File: src/rtl/jbcd_pkg.sv
`timescale 1ns / 1ps

package jbcd_pkg;

  // Block geometry
  localparam int BLOCK_COEFFS   = 64;
  localparam int LAST_POS       = BLOCK_COEFFS - 1;
  localparam int NUM_COMPONENTS = 4;

  // Queue between front and back
  localparam int QUEUE_DEPTH = 2;
  localparam int QPTR_W      = $clog2(QUEUE_DEPTH);
  localparam int QCNT_W      = $clog2(QUEUE_DEPTH + 1);

  // Largest legal DC size
  localparam logic [7:0] DC_SIZE_MAX = 8'd16;

  // Result error codes
  typedef enum logic [1:0] {
    ERR_NONE  = 2'd0,
    ERR_RUN   = 2'd1,
    ERR_TRAIL = 2'd2,
    ERR_SIZE  = 2'd3
  } err_e;

  // Classified word handed from front to back
  typedef struct packed {
    logic        dc_add;     // add value to the component predictor
    logic [1:0]  component;
    logic        restart;
    logic [6:0]  position;
    logic [15:0] value;      // extended signed value, zero where no coefficient
    logic        block_end;
    err_e        error;
  } jbcd_item_t;

  // JPEG EXTEND of the low size bits, reduced to 16 bits (size 0..16)
  function automatic logic [15:0] extend_value(logic [4:0] size, logic [15:0] bits);
    logic [16:0] span;
    logic [15:0] mask;
    logic [15:0] half;
    logic [15:0] v;
    logic [16:0] r;
    span = 17'(1) << size;
    mask = 16'(span - 17'd1);
    half = 16'(span >> 1);
    v    = bits & mask;
    if ((v & half) != 16'd0) begin
      r = {1'b0, v};
    end else begin
      r = {1'b0, v} - span + 17'd1;
    end
    return r[15:0];
  endfunction

endpackage

File: src/rtl/jbcd_front.sv
`timescale 1ns / 1ps

module jbcd_front (
  input  logic                   clk_i,
  input  logic                   rst_ni,
  input  logic                   in_valid_i,
  output logic                   in_ready_o,
  input  logic [7:0]             symbol_i,
  input  logic [15:0]            extra_bits_i,
  input  logic [1:0]             component_i,
  input  logic                   restart_i,
  input  logic                   q_full_i,
  output logic                   q_wr_o,
  output jbcd_pkg::jbcd_item_t   q_item_o
);

  // Block state: next zigzag position (0 means a DC size is expected)
  logic [5:0] next_pos_q, next_pos_d;
  logic       last_zero_q, last_zero_d;

  logic       accept;
  logic       is_dc;
  logic [3:0] run;
  logic [3:0] ac_size;
  logic [6:0] p;
  logic       ac_zero;
  logic [4:0] ext_size;
  logic [15:0] ext;

  assign in_ready_o = !q_full_i;
  assign accept     = in_valid_i && !q_full_i;
  assign q_wr_o     = accept;

  assign is_dc    = (next_pos_q == 6'd0);
  assign run      = symbol_i[7:4];
  assign ac_size  = symbol_i[3:0];
  assign p        = {1'b0, next_pos_q} + {3'b000, run};
  assign ac_zero  = (ac_size == 4'd0);
  assign ext_size = is_dc ? symbol_i[4:0] : {1'b0, ac_size};
  assign ext      = jbcd_pkg::extend_value(ext_size, extra_bits_i);

  // Classify the word and work out the next block state
  always_comb begin
    q_item_o.dc_add    = 1'b0;
    q_item_o.component = component_i;
    q_item_o.restart   = restart_i;
    q_item_o.position  = 7'd0;
    q_item_o.value     = 16'd0;
    q_item_o.block_end = 1'b0;
    q_item_o.error     = jbcd_pkg::ERR_NONE;
    next_pos_d         = next_pos_q;
    last_zero_d        = last_zero_q;
    if (is_dc) begin
      if (symbol_i > jbcd_pkg::DC_SIZE_MAX) begin
        q_item_o.block_end = 1'b1;
        q_item_o.error     = jbcd_pkg::ERR_SIZE;
        next_pos_d         = 6'd0;
        last_zero_d        = 1'b0;
      end else begin
        q_item_o.dc_add = 1'b1;
        q_item_o.value  = ext;
        next_pos_d      = 6'd1;
        last_zero_d     = 1'b0;
      end
    end else if (symbol_i == 8'd0) begin
      // end of block
      q_item_o.position  = {1'b0, next_pos_q};
      q_item_o.block_end = 1'b1;
      if (last_zero_q) begin
        q_item_o.error = jbcd_pkg::ERR_TRAIL;
      end
      next_pos_d  = 6'd0;
      last_zero_d = 1'b0;
    end else if (p > 7'(jbcd_pkg::LAST_POS)) begin
      q_item_o.position  = 7'(jbcd_pkg::BLOCK_COEFFS);
      q_item_o.block_end = 1'b1;
      q_item_o.error     = jbcd_pkg::ERR_RUN;
      next_pos_d         = 6'd0;
      last_zero_d        = 1'b0;
    end else begin
      q_item_o.position = p;
      q_item_o.value    = ext;
      if (p == 7'(jbcd_pkg::LAST_POS)) begin
        q_item_o.block_end = 1'b1;
        if (ac_zero) begin
          q_item_o.error = jbcd_pkg::ERR_TRAIL;
        end
        next_pos_d  = 6'd0;
        last_zero_d = 1'b0;
      end else begin
        next_pos_d  = p[5:0] + 6'd1;
        last_zero_d = ac_zero;
      end
    end
  end

  always_ff @(posedge clk_i or negedge rst_ni) begin
    if (!rst_ni) begin
      next_pos_q  <= 6'd0;
      last_zero_q <= 1'b0;
    end else if (accept) begin
      next_pos_q  <= next_pos_d;
      last_zero_q <= last_zero_d;
    end
  end

  // A zero AC write is only remembered inside a block
  assert property (@(posedge clk_i) disable iff (!rst_ni)
    last_zero_q |-> (next_pos_q != 6'd0))
    else $error("trailing-zero flag set while expecting DC");

  // Every error closes the block
  assert property (@(posedge clk_i) disable iff (!rst_ni)
    (q_wr_o && (q_item_o.error != jbcd_pkg::ERR_NONE)) |-> q_item_o.block_end)
    else $error("error word without block end");

  // An error or block end leaves the front expecting DC
  assert property (@(posedge clk_i) disable iff (!rst_ni)
    (q_wr_o && q_item_o.block_end) |=> (next_pos_q == 6'd0))
    else $error("block end did not return to DC");

endmodule

File: src/rtl/jbcd_queue.sv
`timescale 1ns / 1ps

module jbcd_queue (
  input  logic                   clk_i,
  input  logic                   rst_ni,
  input  logic                   wr_i,
  input  jbcd_pkg::jbcd_item_t   wr_item_i,
  output logic                   full_o,
  input  logic                   rd_i,
  output logic                   valid_o,
  output jbcd_pkg::jbcd_item_t   rd_item_o
);

  jbcd_pkg::jbcd_item_t             mem_q [jbcd_pkg::QUEUE_DEPTH];
  logic [jbcd_pkg::QPTR_W-1:0]      wr_ptr_q, rd_ptr_q;
  logic [jbcd_pkg::QCNT_W-1:0]      count_q;

  assign full_o    = (count_q == jbcd_pkg::QCNT_W'(jbcd_pkg::QUEUE_DEPTH));
  assign valid_o   = (count_q != '0);
  assign rd_item_o = mem_q[rd_ptr_q];

  // Storage
  always_ff @(posedge clk_i) begin
    if (wr_i) begin
      mem_q[wr_ptr_q] <= wr_item_i;
    end
  end

  // Pointers and fill count
  always_ff @(posedge clk_i or negedge rst_ni) begin
    if (!rst_ni) begin
      wr_ptr_q <= '0;
      rd_ptr_q <= '0;
      count_q  <= '0;
    end else begin
      if (wr_i) begin
        wr_ptr_q <= wr_ptr_q + 1'b1;
      end
      if (rd_i) begin
        rd_ptr_q <= rd_ptr_q + 1'b1;
      end
      if (wr_i && !rd_i) begin
        count_q <= count_q + 1'b1;
      end else if (rd_i && !wr_i) begin
        count_q <= count_q - 1'b1;
      end
    end
  end

  assert property (@(posedge clk_i) disable iff (!rst_ni) wr_i |-> !full_o)
    else $error("queue overflow");

  assert property (@(posedge clk_i) disable iff (!rst_ni) rd_i |-> valid_o)
    else $error("queue underflow");

endmodule

File: src/rtl/jbcd_back.sv
`timescale 1ns / 1ps

module jbcd_back #(
  parameter int NUM_COMPONENTS = jbcd_pkg::NUM_COMPONENTS
) (
  input  logic                   clk_i,
  input  logic                   rst_ni,
  input  logic                   q_valid_i,
  input  jbcd_pkg::jbcd_item_t   q_item_i,
  output logic                   q_rd_o,
  output logic                   out_valid_o,
  input  logic                   out_ready_i,
  output logic [6:0]             position_o,
  output logic [15:0]            coefficient_o,
  output logic                   block_end_o,
  output jbcd_pkg::err_e         error_o
);

  localparam int IDX_W = (NUM_COMPONENTS > 1) ? $clog2(NUM_COMPONENTS) : 1;

  logic [15:0]      pred_q [NUM_COMPONENTS];
  logic [IDX_W-1:0] idx;
  logic [15:0]      base;
  logic [15:0]      sum;
  logic             out_valid_q;
  logic [6:0]       position_q;
  logic [15:0]      coefficient_q;
  logic             block_end_q;
  jbcd_pkg::err_e   error_q;

  // Take the next word when the output register is free or being drained
  assign q_rd_o = q_valid_i && (!out_valid_q || out_ready_i);

  // Out-of-range components share the last predictor
  assign idx  = ({30'd0, q_item_i.component} >= 32'(NUM_COMPONENTS)) ?
                IDX_W'(NUM_COMPONENTS - 1) : IDX_W'(q_item_i.component);
  assign base = q_item_i.restart ? 16'd0 : pred_q[idx];
  assign sum  = base + q_item_i.value;

  // DC predictors: restart clears all, then the DC add lands
  always_ff @(posedge clk_i or negedge rst_ni) begin
    if (!rst_ni) begin
      for (int i = 0; i < NUM_COMPONENTS; i++) begin
        pred_q[i] <= 16'd0;
      end
    end else if (q_rd_o) begin
      for (int i = 0; i < NUM_COMPONENTS; i++) begin
        if (q_item_i.dc_add && (IDX_W'(i) == idx)) begin
          pred_q[i] <= sum;
        end else if (q_item_i.restart) begin
          pred_q[i] <= 16'd0;
        end
      end
    end
  end

  // Output register
  always_ff @(posedge clk_i or negedge rst_ni) begin
    if (!rst_ni) begin
      out_valid_q <= 1'b0;
    end else if (q_rd_o) begin
      out_valid_q <= 1'b1;
    end else if (out_ready_i) begin
      out_valid_q <= 1'b0;
    end
  end

  always_ff @(posedge clk_i) begin
    if (q_rd_o) begin
      position_q    <= q_item_i.position;
      coefficient_q <= q_item_i.dc_add ? sum : q_item_i.value;
      block_end_q   <= q_item_i.block_end;
      error_q       <= q_item_i.error;
    end
  end

  assign out_valid_o   = out_valid_q;
  assign position_o    = position_q;
  assign coefficient_o = coefficient_q;
  assign block_end_o   = block_end_q;
  assign error_o       = error_q;

  // A restart without a DC add leaves every predictor at zero (checked on predictor 0)
  assert property (@(posedge clk_i) disable iff (!rst_ni)
    (q_rd_o && q_item_i.restart && !q_item_i.dc_add) |=> (pred_q[0] == 16'd0))
    else $error("restart did not clear predictors");

  // DC results carry position zero
  assert property (@(posedge clk_i) disable iff (!rst_ni)
    (q_rd_o && q_item_i.dc_add) |=> (position_q == 7'd0 && !block_end_q))
    else $error("DC result misplaced");

endmodule

File: src/rtl/jpeg_baseline_coefficient_decode.sv
`timescale 1ns / 1ps

// Channel   Dir  tdata (low bit up)                            tlast      tuser
// s_axis    in   symbol[7:0] extra_bits[23:8] component[25:24] -          restart
// m_axis    out  position[6:0] coefficient[22:7]               block_end  error
//
// One word in, one word out; a word is taken every cycle when the output drains.
// Each word is classified into a two-entry queue, then the predictor add writes it
// into the output register. The predictor add sets the back-stage path.
// Reset (rst_ni low, async) clears predictors, block state and the queue.
// An output stall fills the queue; tready drops only when it is full.

module jpeg_baseline_coefficient_decode #(
  parameter int NUM_COMPONENTS = jbcd_pkg::NUM_COMPONENTS
) (
  input  logic        clk_i,
  input  logic        rst_ni,
  input  logic        s_axis_tvalid,
  output logic        s_axis_tready,
  input  logic [31:0] s_axis_tdata,   // symbol, extra_bits, component
  input  logic        s_axis_tuser,   // restart
  output logic        m_axis_tvalid,
  input  logic        m_axis_tready,
  output logic [23:0] m_axis_tdata,   // position, coefficient
  output logic        m_axis_tlast,   // block_end
  output logic [1:0]  m_axis_tuser    // error
);

  logic                   q_full;
  logic                   q_wr;
  logic                   q_rd;
  logic                   q_valid;
  jbcd_pkg::jbcd_item_t   q_wr_item;
  jbcd_pkg::jbcd_item_t   q_rd_item;
  logic [6:0]             position;
  logic [15:0]            coefficient;
  jbcd_pkg::err_e         error;

  jbcd_front u_front (
    .clk_i        (clk_i),
    .rst_ni       (rst_ni),
    .in_valid_i   (s_axis_tvalid),
    .in_ready_o   (s_axis_tready),
    .symbol_i     (s_axis_tdata[7:0]),
    .extra_bits_i (s_axis_tdata[23:8]),
    .component_i  (s_axis_tdata[25:24]),
    .restart_i    (s_axis_tuser),
    .q_full_i     (q_full),
    .q_wr_o       (q_wr),
    .q_item_o     (q_wr_item)
  );

  jbcd_queue u_queue (
    .clk_i     (clk_i),
    .rst_ni    (rst_ni),
    .wr_i      (q_wr),
    .wr_item_i (q_wr_item),
    .full_o    (q_full),
    .rd_i      (q_rd),
    .valid_o   (q_valid),
    .rd_item_o (q_rd_item)
  );

  jbcd_back #(
    .NUM_COMPONENTS (NUM_COMPONENTS)
  ) u_back (
    .clk_i         (clk_i),
    .rst_ni        (rst_ni),
    .q_valid_i     (q_valid),
    .q_item_i      (q_rd_item),
    .q_rd_o        (q_rd),
    .out_valid_o   (m_axis_tvalid),
    .out_ready_i   (m_axis_tready),
    .position_o    (position),
    .coefficient_o (coefficient),
    .block_end_o   (m_axis_tlast),
    .error_o       (error)
  );

  assign m_axis_tdata = {1'b0, coefficient, position};
  assign m_axis_tuser = error;

endmodule

File: config.mk
export PLATFORM = sky130hd
export DESIGN_NAME = jpeg_baseline_coefficient_decode
export DESIGN_NICKNAME = d
export VERILOG_FILES = /design/src/rtl/jbcd_pkg.sv /design/src/rtl/jbcd_front.sv /design/src/rtl/jbcd_queue.sv /design/src/rtl/jbcd_back.sv /design/src/rtl/jpeg_baseline_coefficient_decode.sv
export SDC_FILE = /design/constraint.sdc
export NUM_CORES = 1
export LEC_CHECK = 0
export ABC_AREA = 1
export BUFFER_PORTS_ARGS = -buffer_cell sky130_fd_sc_hd__buf_4
export CORE_MARGIN = 4
export CORE_UTILIZATION = 51
export DETAILED_ROUTE_END_ITERATION = 8
export GPL_TIMING_DRIVEN = 0
export PLACE_DENSITY = 0.7
export SLEW_MARGIN = 20
export SYNTH_ARGS = -nofsm -noshare
export SYNTH_HDL_FRONTEND = slang
export SYNTH_SLANG_ARGS = --single-unit
File: constraint.sdc
create_clock -name clk_i -period 5.78 [get_ports clk_i]
set_clock_uncertainty 0.2 [all_clocks]
set_input_delay 0.289 -clock clk_i [delete_from_list [all_inputs] [get_ports clk_i]]
set_output_delay 0.289 -clock clk_i [all_outputs]
set_load 0.03 [all_outputs]
## Word-level counts from Yosys, hierarchy flattened

Memory sizes are Yosys's and may differ from the RTL's.
Index checks and enable logic that the tools add are counted.

| storage, ports and cells | value |
|---|---|
| register bits after elaboration | 102 |
| bits in latches | 0 |
| bits in writable memories | 60 |
| bits in read-only memories | 0 |
| bits of input ports | 37 |
| output and inout bits | 29 |
| word-level logic and storage cells | 108 |
| memories | 1 |

| operators by class | value |
|---|---|
| add/sub/neg operators | 10 |
| $mul | 0 |
| divide/modulo/power cells | 0 |
| magnitude comparators | 3 |
| equality and inequality tests | 5 |
| shift operators | 1 |
| muxes and demuxes | 42 |
| bitwise logic cells | 3 |
| reductions and logical operators | 29 |

Memories:

| name | depth | width | rd ports | clocked after Yosys merged registers in | wr ports | RTL line | text |
|---|---|---|---|---|---|---|---|
| u_queue.mem_q | 2 | 30 | 1 | 0 | 1 | jbcd_queue.sv:14 | `jbcd_pkg::jbcd_item_t mem_q [jbcd_pkg::QUEUE_DEPTH];` |

Operators by type and width:

| cell | count |
|---|---|
| $mux W16 | 13 |
| $and A16 B16 Y16 | 2 |
| $bmux W16 S2 | 1 |
| $mux W6 | 4 |
| $mux W7 | 3 |
| $mux W19 | 1 |
| $shl A1 B5 Y17 const A | 1 |
| $add A16 B1 Y16 const B | 1 |
| $add A16 B16 Y16 | 1 |
| $reduce_bool A16 Y1 | 1 |
| $sub A16 B1 Y16 const B | 1 |
| $sub A16 B16 Y16 | 1 |
| $reduce_bool A2 Y1 | 7 |
| $mux W3 | 4 |
| $mux W1 | 11 |
| $gt A8 B5 Y1 const B | 1 |
| $logic_and A1 B1 Y1 | 8 |
| $logic_not A8 Y1 | 1 |
| $mux W2 | 4 |
| $reduce_and A2 Y1 | 4 |
| $add A6 B4 Y7 | 1 |
| $eq A7 B6 Y1 const B | 1 |
| $gt A7 B6 Y1 const B | 1 |
| $add A6 B1 Y6 const B | 1 |
| 14 further kinds | 19 |

## Longest topological paths before layout

Gate-level depths: netlist (run 1).

| logic depth | value |
|---|---|
| word-level depth | 11 |
| gate-level depth with buffers | 25 |
| depth with buffers taken out | 24 |

## Modules after synthesis

From an unflattened synthesis (run 1), not the netlist that was laid out.

| unflattened totals | value |
|---|---|
| cells, all modules | 1186 |
| area total of the unflattened synthesis | 9833.2 sq um |

Modules (own cells, without submodules):

| module | times used | cells an instance | area an instance (sq um) | seq. area each (sq um) |
|---|---|---|---|---|
| jbcd_back | 1 | 570 | 4750.8 | 2407.3 |
| jbcd_front | 1 | 496 | 2691.3 | 175.2 |
| jbcd_queue | 1 | 118 | 2379.8 | 1901.8 |
| jpeg_baseline_coefficient_decode | 1 | 2 | 11.3 | 0.0 |

## Worst setup path before layout (run 1)

OpenSTA, ideal clock, no wires.

| path | value |
|---|---|
| kind | register -> register |
| from | reg u_front.next_pos_q[2] |
| to | mem u_queue.mem_q[0][18] (netlist name) (data pin) |
| data arrival time | 3.294 ns |
| setup slack | 2.030 ns |
| cell stages (with the launch flop) | 22 |
| path buffers | 1 |
| path through | dfrtp_1 -> nor2_2 -> nand4_4 -> buf_6 -> nand2_1 -> ha_1 -> nand2_2 -> nor2_4 -> nand2_1 -> nand3_1 -> inv_1 -> ha_1 -> ha_1 -> nand2_1 -> nand2_1 -> nand3_1 -> nand2_1 -> a21oi_1 -> nand2_1 -> xor3_1 -> nor2_1 -> nor2_1 |

RTL lines:

| item | RTL line | text |
|---|---|---|
| start: declaration | jbcd_front.sv:18 | `logic [5:0] next_pos_q, next_pos_d;` |
| start signal: assignment | jbcd_front.sv:102 | `next_pos_q <= next_pos_d;` |
| end: declaration | jbcd_queue.sv:14 |  |

## Worst setup path in the final report (run 1)

| path | value |
|---|---|
| from | reg u_queue.rd_ptr_q |
| to | reg u_back.coefficient_q[14], in the netlist u_back.coefficient_o[14] (data pin) |

| on the way | value |
|---|---|
| word-level cells in the longest chain between the ends | 8 |

Ends and longest elaborated chain:

| item | RTL line | text |
|---|---|---|
| start: declaration | jbcd_queue.sv:15 | `logic [jbcd_pkg::QPTR_W-1:0] wr_ptr_q, rd_ptr_q;` |
| start signal: assignment | jbcd_queue.sv:40 | `rd_ptr_q <= rd_ptr_q + 1'b1;` |
| $mem_v2 Z2 W30 * | n/a |  |
| $not A2 Y3 (implied by the code) | jbcd_back.sv:37 | `assign base = q_item_i.restart ? 16'd0 : pred_q[idx];` |
| $bmux W16 S2 | jbcd_back.sv:37 |  |
| $mux W16 (implied by the code) (2 in a row) | jbcd_back.sv:37 |  |
| $mux W16 | jbcd_back.sv:37 |  |
| $add A16 B16 Y16 | jbcd_back.sv:38 | `assign sum = base + q_item_i.value;` |
| $mux W16 * | jbcd_back.sv:71 | `coefficient_q <= q_item_i.dc_add ? sum : q_item_i.value;` |
| end signal: assignment | jbcd_back.sv:71 |  |
| end: declaration | jbcd_back.sv:27 | `logic [15:0] coefficient_q;` |

Mark *: on every way between the ends. The rest lies on a longest branch, timed or not. The select of a mux whose other input is x is not followed.
A chain may end at the register's enable or synchronous reset.

==> metrics.cfg, run 1 <==
[status]
status = completed

[route]
first_pass_iters = 5
via_count = 7831
drc = 0
ant_nets = 0
wl_mm = 22.2
wl_per_cell_microns = 15.5
vias_per_cell = 5.46
drtIter0Drc = 489

[clock_tree]
clock_sinks = 162
cts_post_setup_buffers_inserted = 0
cts_resized = 0
cts_root_buf = clkbuf_16
htreeDepth = 4
cts_inserted_buffers = 17
clock_latency_ns = 0.43
clk_pin_slew_worst_paths_ns = 0.07
clk_path_buf_depth = 2
tritoncts = built

[logic_synthesis]
seq_area_frac_synth_pct = 47.8
syn_avg_cell_area_sq_um = 8.46
ys_seq_elements = 162
yosysUniqueCellTypes = 47
synth_edf_count = 86
synthesis.area_sq_um = 9380
synthFlopType = edfxtp_1
synth_area_leaders = edfxtp_1 28%, dfrtp_1 20%, nand2_1 13%
yosysMostFrequentCell = nand2_1
yosys_warnings = 0
synth_top_area_cell = edfxtp_1
synth_nets = 1191
syn_inst = 1109
async_flop_share_pct = 46.9
synth_top_area_share_pct = 27.5
ys_top_cells_by_count = 316 x nand2_1, 107 x inv_1, 96 x nor2_1, 92 x o21ai_0, 86 x edfxtp_1

[global_route]
grt_pass1_vias = 7561
antenna_found_initial = 0
overflow = 0
grtUsageTotal_pct = 22.7
grt_first_pass_wirelength_mm = 37.1
grt_max_degree = 77

[worst_setup_path]
critical_path.cell_chain = o21ai_0 > inv_1 > nor2_1 > clkbuf_1 > a22oi_1 > a21oi_1 > ha_1 > a21oi_1 > o21ai_0 > nand2_1 > o2111ai_1 > nand2_1 > nand2_1 > a21oi_1 > xor2_1 > o21ai_0
r2r-start = u_queue.rd_ptr_q
crit_type = flop to flop
arrival_ns = 4.49
required_ns = 5.71
crit_start = u_queue.rd_ptr_q
cp_max_fo = 10
critPathSlowestCell = dfrtp_1
critPathCaptureType = flop
worst_path_largest_cell_delay_ns = 0.45
reg2reg_slack_ns = 1.21
start_kind = flop

[job]
cap_violations = 0

[sta]
worstMarginPinSlew_ns = 0.542
period_share_pct = 79.0
rsz0062_at_grt = no
hold_viol = 0
fmax_ghz = 0.219
setup_violations = 0
setup_ws_ns = 1.21
fin_crit_ns = 4.57
setup_tns_ns = 0
slew_viol_final = 0
slew_headroom_pct = 63.6

[floorplanning]
ios = 66
core_sq_um = 18000
initial_utilization_pct = 52.0
die_area_sq_um = 20600
fp.dieH_microns = 144
rows = 49
die_w_microns = 144

[pwr]
power_density_nw_per_um2 = 559
ir_worst_vdd_mv = 0.440
leakagePower_uw = 0.00512

[placement]
dp.final_hpwl_mm = 17.0
numPortBuffers = 56
gp_congestion = 0.941
pre_cts_ws_ns = 1.29
dpl_cell_area_sq_um = 10200

[finish]
syn2layout_area_growth_pct = 15.9
diodes = 0
stdcell_area_sq_um = 10900
fin_nets = 1275
drive_gt1_share_pct = 11.6

[worst_hold_path]
holdCritPathClass = input port to asynchronous set/reset pin

## cell type report
type,instances,area (sq um)
Buffer,28,138
Clock buffer,17,425
Clock inverter,15,169
Fill cell,1618,7160
Inverter,116,435
Multi-Input combinational cell,803,4350
Sequential cell,162,4480
Tap cell,229,287
Timing Repair Buffer,65,581
## repair_timing
item / in CTS / in global routing
endpoints found under the hold margin: 83 / 0
endpoints found under the setup margin: 0 / 0
hold buffers: 5 / 0
## through the flow
step / total power, uW / hold WS (ns) / utilization [%] / cells
final: 6080 / 0.119 / 60.3 / 1435
after global routing: 6540 / 0.141 / 60.3 / 1435
after CTS: 6090 / 0.143 / 60.1 / 1434
after detailed placement: 4940 / 0.265 / 56.6 / 1397
after global placement: 4830 / 0.262 / 56.0 / 1394
after floorplan: 4030 / -0.207 / - / 1109
## critical path: cells and delay by family (launching register included)
kind                       cells  cell delay [ns]
AOI/OAI and AO/OA              8             1.52
xor gates and xnor gates       1             0.43
adders and majority gates      1             0.31
buffers and inverters          2             0.52
DFF                            1             0.45
and+or+nand+nor                4             0.82
## layer usage
| metal | vias to the layer above | wire length (microns) | share of wire, % | global-route usage, % |
|---|---|---|---|---|
| li1 | 3932 | - | - | - |
| met1 | 3650 | 9770 | 44 | 29.4 |
| met2 | 206 | 11000 | 50 | 38.9 |
| met3 | 43 | 930 | 4.2 | 3.46 |
| met4 | 0 | 489 | 2.2 | 7.73 |
| met5 | - | 0 | 0 | 0 |
## cell usage in the layout (no fill, tap or decap), drive strengths merged, types with 3 or more instances in the layout
master / count
nand2: 319
inv: 122
nor2: 106
o21ai: 100
edfxtp: 86
dfrtp: 76
buf: 68
a21oi: 59
nand3: 43
ha: 42
clkbuf: 37
a22oi: 30
nand4: 22
xor2: 16
xnor2: 12
o31ai: 8
o22ai: 7
nor3: 6
clkinv: 6
or2: 5
o21bai: 5
a32o: 5
dlygate4sd3: 5
a31oi: 3
fa: 3
## path summary, 6_finish.rpt
path / to / cells after the start
worst min register to register: u_queue.count_q[0] / 1
max in group asynchronous: u_back.pred_q[9] / 3
worst max-delay path: u_back.coefficient_o[14] / 16
min in group clk_i: u_queue.mem_q[1][3] / 4
worst min-delay path: u_back.out_valid_o / 2
worst max register to register: u_back.coefficient_o[14] / 16
## sequential cells by signal (all words and copies together), names as in the netlist
register / flops
u_back.error_o: 2
u_back.position_o: 7
u_front.next_pos_q: 6
u_queue.wr_ptr_q: 1
u_queue.mem_q: 60
u_back.coefficient_o: 16
u_back.out_valid_o: 1
u_queue.count_q: 2
u_back.pred_q: 64
u_front.last_zero_q: 1
u_back.block_end_o: 1
u_queue.rd_ptr_q: 1
## cell families after synthesis
| group | count (synthesis) | synth area share, % |
|---|---|---|
| flip-flops | 162 | 47.8 |
| buffers and inverters | 144 | 6.11 |
| AO/OA/AOI/OAI | 226 | 14.2 |
| other | 1 | 0.0400 |
| adder cells (fa/ha/maj) | 45 | 6.24 |
| AND/OR/NAND/NOR | 502 | 22.8 |
| XOR/XNOR | 29 | 2.87 |
## report_power, final
part / switching [uW] / internal [uW] / total [uW]
Sequential: 219 / 1870 / 2090
Combinational: 1960 / 911 / 2870
Clock: 506 / 615 / 1120
Note: power is estimated with default switching activity, not from simulation.
==> inputs of run 2 (changes only) <==
--- a/config.mk
+++ b/config.mk
@@ -11,7 +11,7 @@
 export CORE_UTILIZATION = 51
 export DETAILED_ROUTE_END_ITERATION = 8
 export GPL_TIMING_DRIVEN = 0
-export PLACE_DENSITY = 0.7
+export PLACE_DENSITY = 0.73
 export SLEW_MARGIN = 20
 export SYNTH_ARGS = -nofsm -noshare
 export SYNTH_HDL_FRONTEND = slang
==> constraint.sdc (replaced) <==
create_clock -name clk_i -period 3.9 [get_ports clk_i]
set_clock_uncertainty 0.2 [all_clocks]
set_input_delay 0.195 -clock clk_i [delete_from_list [all_inputs] [get_ports clk_i]]
set_output_delay 0.195 -clock clk_i [all_outputs]
set_load 0.03 [all_outputs]
==> run 2 against run 1 <==
First-iteration DRC count increased by 0.61%. Design area increased by 3.8%. Final cell count increased by 1.3%. Hold slack got worse by 0.042 ns. Routed wire length increased by 3.3%. Fmax increased by 22%. Global-route usage increased by 0.13 points. Combinational power increased by 57%. Largest power group unchanged. Setup slack got worse by 1.0 ns.
==> metrics.cfg, run 2 (synthesis gave the netlist of run 1 again) <==
[route]
vias_per_cell = 5.43  ; -0.47%
wl_mm = 22.9  ; +3.3%
wl_per_cell_microns = 15.8  ; +2.0%
via_count = 7892  ; +0.78%
ant_nets = 0  ; unchanged
drc = 0  ; unchanged
drtIter0Drc = 492  ; +0.61%
first_pass_iters = 5  ; unchanged

[worst_setup_path]
cp_max_fo = 7  ; -3
ff2ff_path_depth = 22  ; +6
start_kind = flop
reg2reg_slack_ns = 0.17  ; -1.05 ns
r2r-start = u_front.next_pos_q[2]
crit_path_end = u_queue.mem_q[1][17]
r2r-end = u_queue.mem_q[1][17]
crit_type = flop to flop
arrival_ns = 3.71  ; -0.78 ns
crit_start = u_front.next_pos_q[2]
critPathCaptureType = flop
required_ns = 3.87  ; -1.84 ns

[global_route]
groute.layer.met1.usage_pct = 29.5  ; +0.032 points
grtUsageTotal_pct = 22.8  ; +0.13 points
overflow = 0  ; unchanged
antenna_found_initial = 0  ; unchanged
grt_pass1_vias = 7609  ; +0.63%
grt_busiest_layer = met2
use_met3_pct = 3.59  ; +0.13 points
grt_first_pass_wirelength_mm = 37.3  ; +0.37%
grt_max_degree = 77  ; unchanged
grt_use_met2_pct = 39.1  ; +0.12 points

[pwr]
switching_share_pct = 43.3  ; -0.79 points
power.internal_uw = 5320  ; +56%
power.clock.fraction_pct = 18.6  ; +0.2 points
comb_power_share_pct = 48.1  ; +0.9 points
power_density_nw_per_um2 = 831  ; +49%
seqPwrFrac_pct = 33.3  ; -1.1 points
ir_worst_vdd_mv = 0.525  ; +19%
p_switching_uw = 4060  ; +52%
leakagePower_uw = 0.00526  ; +2.7%

[placement]
gp_congestion = 0.919  ; -2.4%
numPortBuffers = 56  ; unchanged
dp.final_hpwl_mm = 17.0  ; +0.14%
pre_cts_ws_ns = -0.416  ; -1.71 ns
dpl_cell_area_sq_um = 10200  ; unchanged

[finish]
top_register = u_back.pred_q
layout_common_cells = 307 x nand2_1, 104 x inv_1, 90 x o21ai_0
fin_util_pct = 62.6  ; +2.3 points
syn2layout_area_growth_pct = 20.3
fin_nets = 1293  ; +1.4%
stdcell_area_sq_um = 11300  ; +3.8%
final_common_cell = nand2_1
drive_gt1_share_pct = 17.2  ; +5.6 points
largest_reg_flops = 64  ; unchanged
diodes = 0  ; unchanged

[floorplanning]
die_w_microns = 144  ; unchanged
rows = 49  ; unchanged
core_sq_um = 18000  ; unchanged
die_area_sq_um = 20600  ; unchanged
ios = 66  ; unchanged
fp.dieH_microns = 144  ; unchanged
initial_utilization_pct = 52.0  ; unchanged

[sta]
rsz0062_at_grt = yes
fmax_ghz = 0.268  ; +22%
period_share_pct = 95.7  ; +17 points
setup_ws_ns = 0.167  ; -1.05 ns
slew_headroom_pct = 35.6  ; -28 points
slew_viol_final = 0  ; unchanged
hold_viol = 0  ; unchanged
fin_crit_ns = 3.73  ; -0.834 ns
worstMarginPinSlew_ns = 0.965  ; +0.423 ns
setup_violations = 0  ; unchanged

[clock_tree]
clk_path_buf_depth = 2  ; unchanged
tritoncts = built
cts_inserted_buffers = 17  ; unchanged
clock_latency_ns = 0.43  ; about the same
clock_sinks = 162  ; unchanged
cts_root_buf = clkbuf_16
clk_pin_slew_worst_paths_ns = 0.07  ; about the same
htreeDepth = 4  ; unchanged

[worst_hold_path]
holdCritPathClass = input port to flop

[job]
cap_violations = 0  ; unchanged

[status]
status = completed

[run 2: power groups by stage]
stage	logic [uW]	clock network [uW]	registers, uW
after floorplan	2600	0	3370
after global placement	4020	0	3130
after detailed placement	4220	0	3120
after CTS	4320	1760	3120
after global routing	5050	1840	3190
final	4510	1750	3120
[run 2: layer usage]
metal	vias to the layer above	part of all wire (%)
met2	207	49
met1	3686	44
li1	3950	-
met5	-	0
met4	0	2.7
met3	49	3.8
[run 2: what timing repair did]
action | in CTS | in global routing
endpoints found under the setup margin | 38 | 43
hold buffers | 5 | 0
resized for setup | 24 | 52
endpoints found under the hold margin | 83 | 0
setup buffers | 2 | 17
pin swaps | 3 | 18
[run 2: worst min-delay path by stage]
| stage | start | cells past startpoint | to | slack, ns |
|---|---|---|---|---|
| final | s_axis_tdata[12] | 5 | u_queue.mem_q[0][7] | 0.08 |
| after global routing | s_axis_tdata[12] | 5 | u_queue.mem_q[1][7] | 0.09 |
| after CTS | s_axis_tdata[14] | 5 | u_queue.mem_q[0][9] | 0.08 |
| after detailed placement | s_axis_tdata[25] | 1 | u_queue.mem_q[1][28] | 0.18 |
| after global placement | s_axis_tdata[25] | 1 | u_queue.mem_q[1][28] | 0.18 |
| after floorplan | rst_ni | 0 | u_back.out_valid_o | -0.30 |
[run 2: final cells by class]
class	instances	area [sq um]
fill	1566	6740
clock buffer	18	429
inverter	116	438
tap	229	287
sequential	162	4490
multi-input combinational	803	4600
buffer	28	155
timing repair buffer	83	696
clock inverter	14	191
[run 2: per-stage QoR]
| step | instances | TNS (ns) | power, uW | hold WS (ns) |
|---|---|---|---|---|
| 2_1_floorplan | 1109 | 0 | 5970 | -0.301 |
| 3_3_place_gp | 1394 | -54.18 | 7150 | 0.181 |
| 3_5_place_dp | 1397 | -6.22 | 7340 | 0.185 |
| 4_1_cts | 1436 | 0 | 9190 | 0.0811 |
| 5_1_grt | 1453 | -0.264 | 10100 | 0.0948 |
| 6_report | 1453 | 0 | 9380 | 0.0771 |
[run 2: critical path, cell delays in order, from the launching register on]
cell and delay, ns:
dfrtp_2 0.45, nor2_4 0.15, nand4_4 0.09, buf_6 0.15
nand2_2 0.08, ha_4 0.19, nand2_4 0.07, nor2_4 0.19
nand3_2 0.10, nand3_2 0.12, inv_1 0.05, ha_1 0.31
ha_4 0.31, nand2_1 0.07, nor2_2 0.11, nand3_1 0.09
nand4_1 0.12, nand2_1 0.06, nand2_1 0.07, a21oi_1 0.07
xnor2_1 0.15, nor2_1 0.16, nor2_1 0.10
==> inputs of run 3 (changes only) <==
--- a/config.mk
+++ b/config.mk
@@ -8,10 +8,10 @@
 export ABC_AREA = 1
 export BUFFER_PORTS_ARGS = -buffer_cell sky130_fd_sc_hd__buf_4
 export CORE_MARGIN = 4
-export CORE_UTILIZATION = 51
+export CORE_UTILIZATION = 24
 export DETAILED_ROUTE_END_ITERATION = 8
 export GPL_TIMING_DRIVEN = 0
-export PLACE_DENSITY = 0.73
+export PLACE_DENSITY = 0.41
 export SLEW_MARGIN = 20
 export SYNTH_ARGS = -nofsm -noshare
 export SYNTH_HDL_FRONTEND = slang
==> run 3 against run 2 <==
Total power hardly changed. Largest cell class unchanged. Via count fell by 2.3%. Non-clock buffer count increased by 2. Die area is 110% higher. Clock power fell by 8%. Routed wire length is 15% higher. Hold slack worse by 0.0024 ns. First-iteration DRC count fell by 25%. Global-route usage is 10 points lower. Core utilization fell by 33 points.
==> metrics.cfg, run 3 (synthesis gave the netlist of run 1 again) <==
[sta]
setup_ws_ns = 0.185  ; +0.0180 ns
period_share_pct = 95.3  ; -0.46 points
setup_tns_ns = 0  ; unchanged
setup_violations = 0  ; unchanged
hold_viol = 0  ; unchanged
slew_headroom_pct = 47.2  ; +12 points
fin_crit_ns = 3.72  ; -0.0180 ns
slew_viol_final = 0  ; unchanged
fmax_ghz = 0.269  ; +0.48%
worstMarginPinSlew_ns = 0.792  ; -0.173 ns
rsz0062_at_grt = yes

[route]
drtIter0Drc = 367  ; -25%
via_count = 7713  ; -2.3%
ant_nets = 0  ; unchanged
wl_per_cell_microns = 15.1  ; -4.0%
first_pass_iters = 6  ; +1
wl_mm = 26.4  ; +15%
drc = 0  ; unchanged
vias_per_cell = 4.42  ; -19%

[worst_setup_path]
crit_type = flop to flop
critPathCaptureType = flop
cp_top_family = simple AND/OR/NAND/NOR gates
required_ns = 3.88  ; about the same
cp_num_buf_inv = 3  ; +1
cp_common_cell = nand2_2
start_kind = flop
worst_path_largest_cell_delay_ns = 0.42  ; -0.03 ns
cp_max_fo = 6  ; -1
arrival_ns = 3.70  ; about the same
critical_path.cell_chain = nor2_4 > nand4_4 > buf_6 > nand2_2 > ha_4 > nand2_2 > nor2_4 > buf_6 > nand2_2 > nand2_2 > nand3_4 > inv_2 > ha_4 > ha_4 > nand2_1 > nor2_2 > nand3_1 > nand4_1 > nand2_1 > nand2_1 > a21oi_2 > xnor2_2 > nor2_2 > nor2_2
critPathSlowestCell = dfrtp_1

[global_route]
antenna_found_initial = 1  ; +1
grt_first_pass_wirelength_mm = 42.0  ; +13%
grt_pass1_vias = 7706  ; +1.3%
grtUsageTotal_pct = 12.7  ; -10 points
overflow = 0  ; unchanged
grt_max_degree = 77  ; unchanged

[finish]
syn2layout_area_growth_pct = 23.9
diodes = 0  ; unchanged
stdcell_area_sq_um = 11600  ; +3.0%
drive_gt1_share_pct = 17.9  ; +0.62 points
largest_reg_flops = 64  ; unchanged
final_common_cell = nand2_1
fin_nets = 1295  ; +0.15%
fin_cells = 1744  ; +20%
layout_common_cells = 310 x nand2_1, 103 x inv_1, 87 x o21ai_0
top_register = u_back.pred_q

[floorplanning]
initial_utilization_pct = 24.3  ; -28 points
die_w_microns = 206  ; +43%
ios = 66  ; unchanged
core_sq_um = 38600  ; +110%
die_area_sq_um = 42300  ; +110%
rows = 72  ; +47%
fp.dieH_microns = 206  ; +43%

[clock_tree]
clk_pin_slew_worst_paths_ns = 0.06  ; about the same
cts_root_buf = clkbuf_16
clock_latency_ns = 0.43  ; about the same
htreeDepth = 4  ; unchanged
tritoncts = built
clock_sinks = 162  ; unchanged
cts_inserted_buffers = 17  ; unchanged
clk_path_buf_depth = 2  ; unchanged

[placement]
dp.final_hpwl_mm = 20.3  ; +19%
dpl_cell_area_sq_um = 10600  ; +3.5%
gp_congestion = 0.873  ; -5.0%
pre_cts_ws_ns = -0.792  ; -0.376 ns
dp_cells = 1686  ; +21%
numPortBuffers = 56  ; unchanged

[pwr]
finalPower_uw = 9370  ; about the same
leakagePower_uw = 0.00524  ; -0.40%
power_density_nw_per_um2 = 806  ; -3.0%
ir_worst_vdd_mv = 0.265  ; -50%

[job]
cap_violations = 0  ; unchanged

[status]
status = completed

[worst_hold_path]
holdCritPathClass = input port to flop

## run 3: changes by cell type in the layout (fill, tap and decap cells not counted), sizes merged
cell / change
buf: +1
bufinv: -2
clkinv: +3
inv: -3
clkinvlp: +3
## run 3: through the flow
stage | utilization, % | hold WS (ns)
after global placement | 27.0 | 0.185
final | 30.1 | 0.0748
after detailed placement | 27.3 | 0.186
after global routing | 30.1 | 0.0875
after floorplan | - | -0.301
after CTS | 29.3 | 0.0669
## run 3: final timing paths
check                                        end  slack (ns)  cells after the start                  start
hold / removal               u_queue.mem_q[1][3]        0.07                      4        s_axis_tdata[8]
setup reg to reg            u_queue.mem_q[0][17]        0.18                     24  u_front.next_pos_q[5]
max in group asynchronous  u_front.next_pos_q[1]        2.71                      2                 rst_ni
min in group asynchronous      u_back.pred_q[49]        0.16                      2                 rst_ni
setup / recovery            u_queue.mem_q[0][17]        0.18                     24  u_front.next_pos_q[5]
hold reg to reg               u_queue.count_q[0]        0.27                      1     u_queue.count_q[0]
## run 3: layer usage
layer	vias to the layer above	wire length [microns]	GRT usage, %	part of all wire (%)
li1	3954	-	-	-
met1	3628	12500	17.2	47
met5	-	7	0	0.027
met2	111	12800	21.1	48
met4	2	320	3.28	1.2
met3	18	777	1.97	2.9
## run 3: power breakdown
group	leakage [uW]	internal, uW	switching, uW	total, uW
clock	0.000263	883	730	1610
combinational	0.00314	1530	3130	4650
sequential	0.00184	2780	327	3110
## run 3: cell type report
class,count,area [sq um]
multi-input cells,803,4620
flip-flops and latches,162,4490
fillers,4135,27000
clock buffers,17,425
inverters,116,438
plain buffers,28,155
clock inverters,15,134
well taps,518,648
repair buffers,85,719
## run 3: timing repair
| action | CTS | global route |
|---|---|---|
| pin swaps | 5 | 17 |
| hold endpoints to repair | 83 | 0 |
| gates resized for setup | 37 | 46 |
| hold buffers | 5 | 0 |
| buffers inserted | 4 | 16 |
| gates cloned | 0 | 1 |
| endpoints found under the setup margin | 63 | 42 |
## run 3: tightest hold or removal path: cells and delay by family
kind	cells	cell delay (ns)
AND/OR/NAND/NOR	3	0.23
buffers and inverters	1	0.11
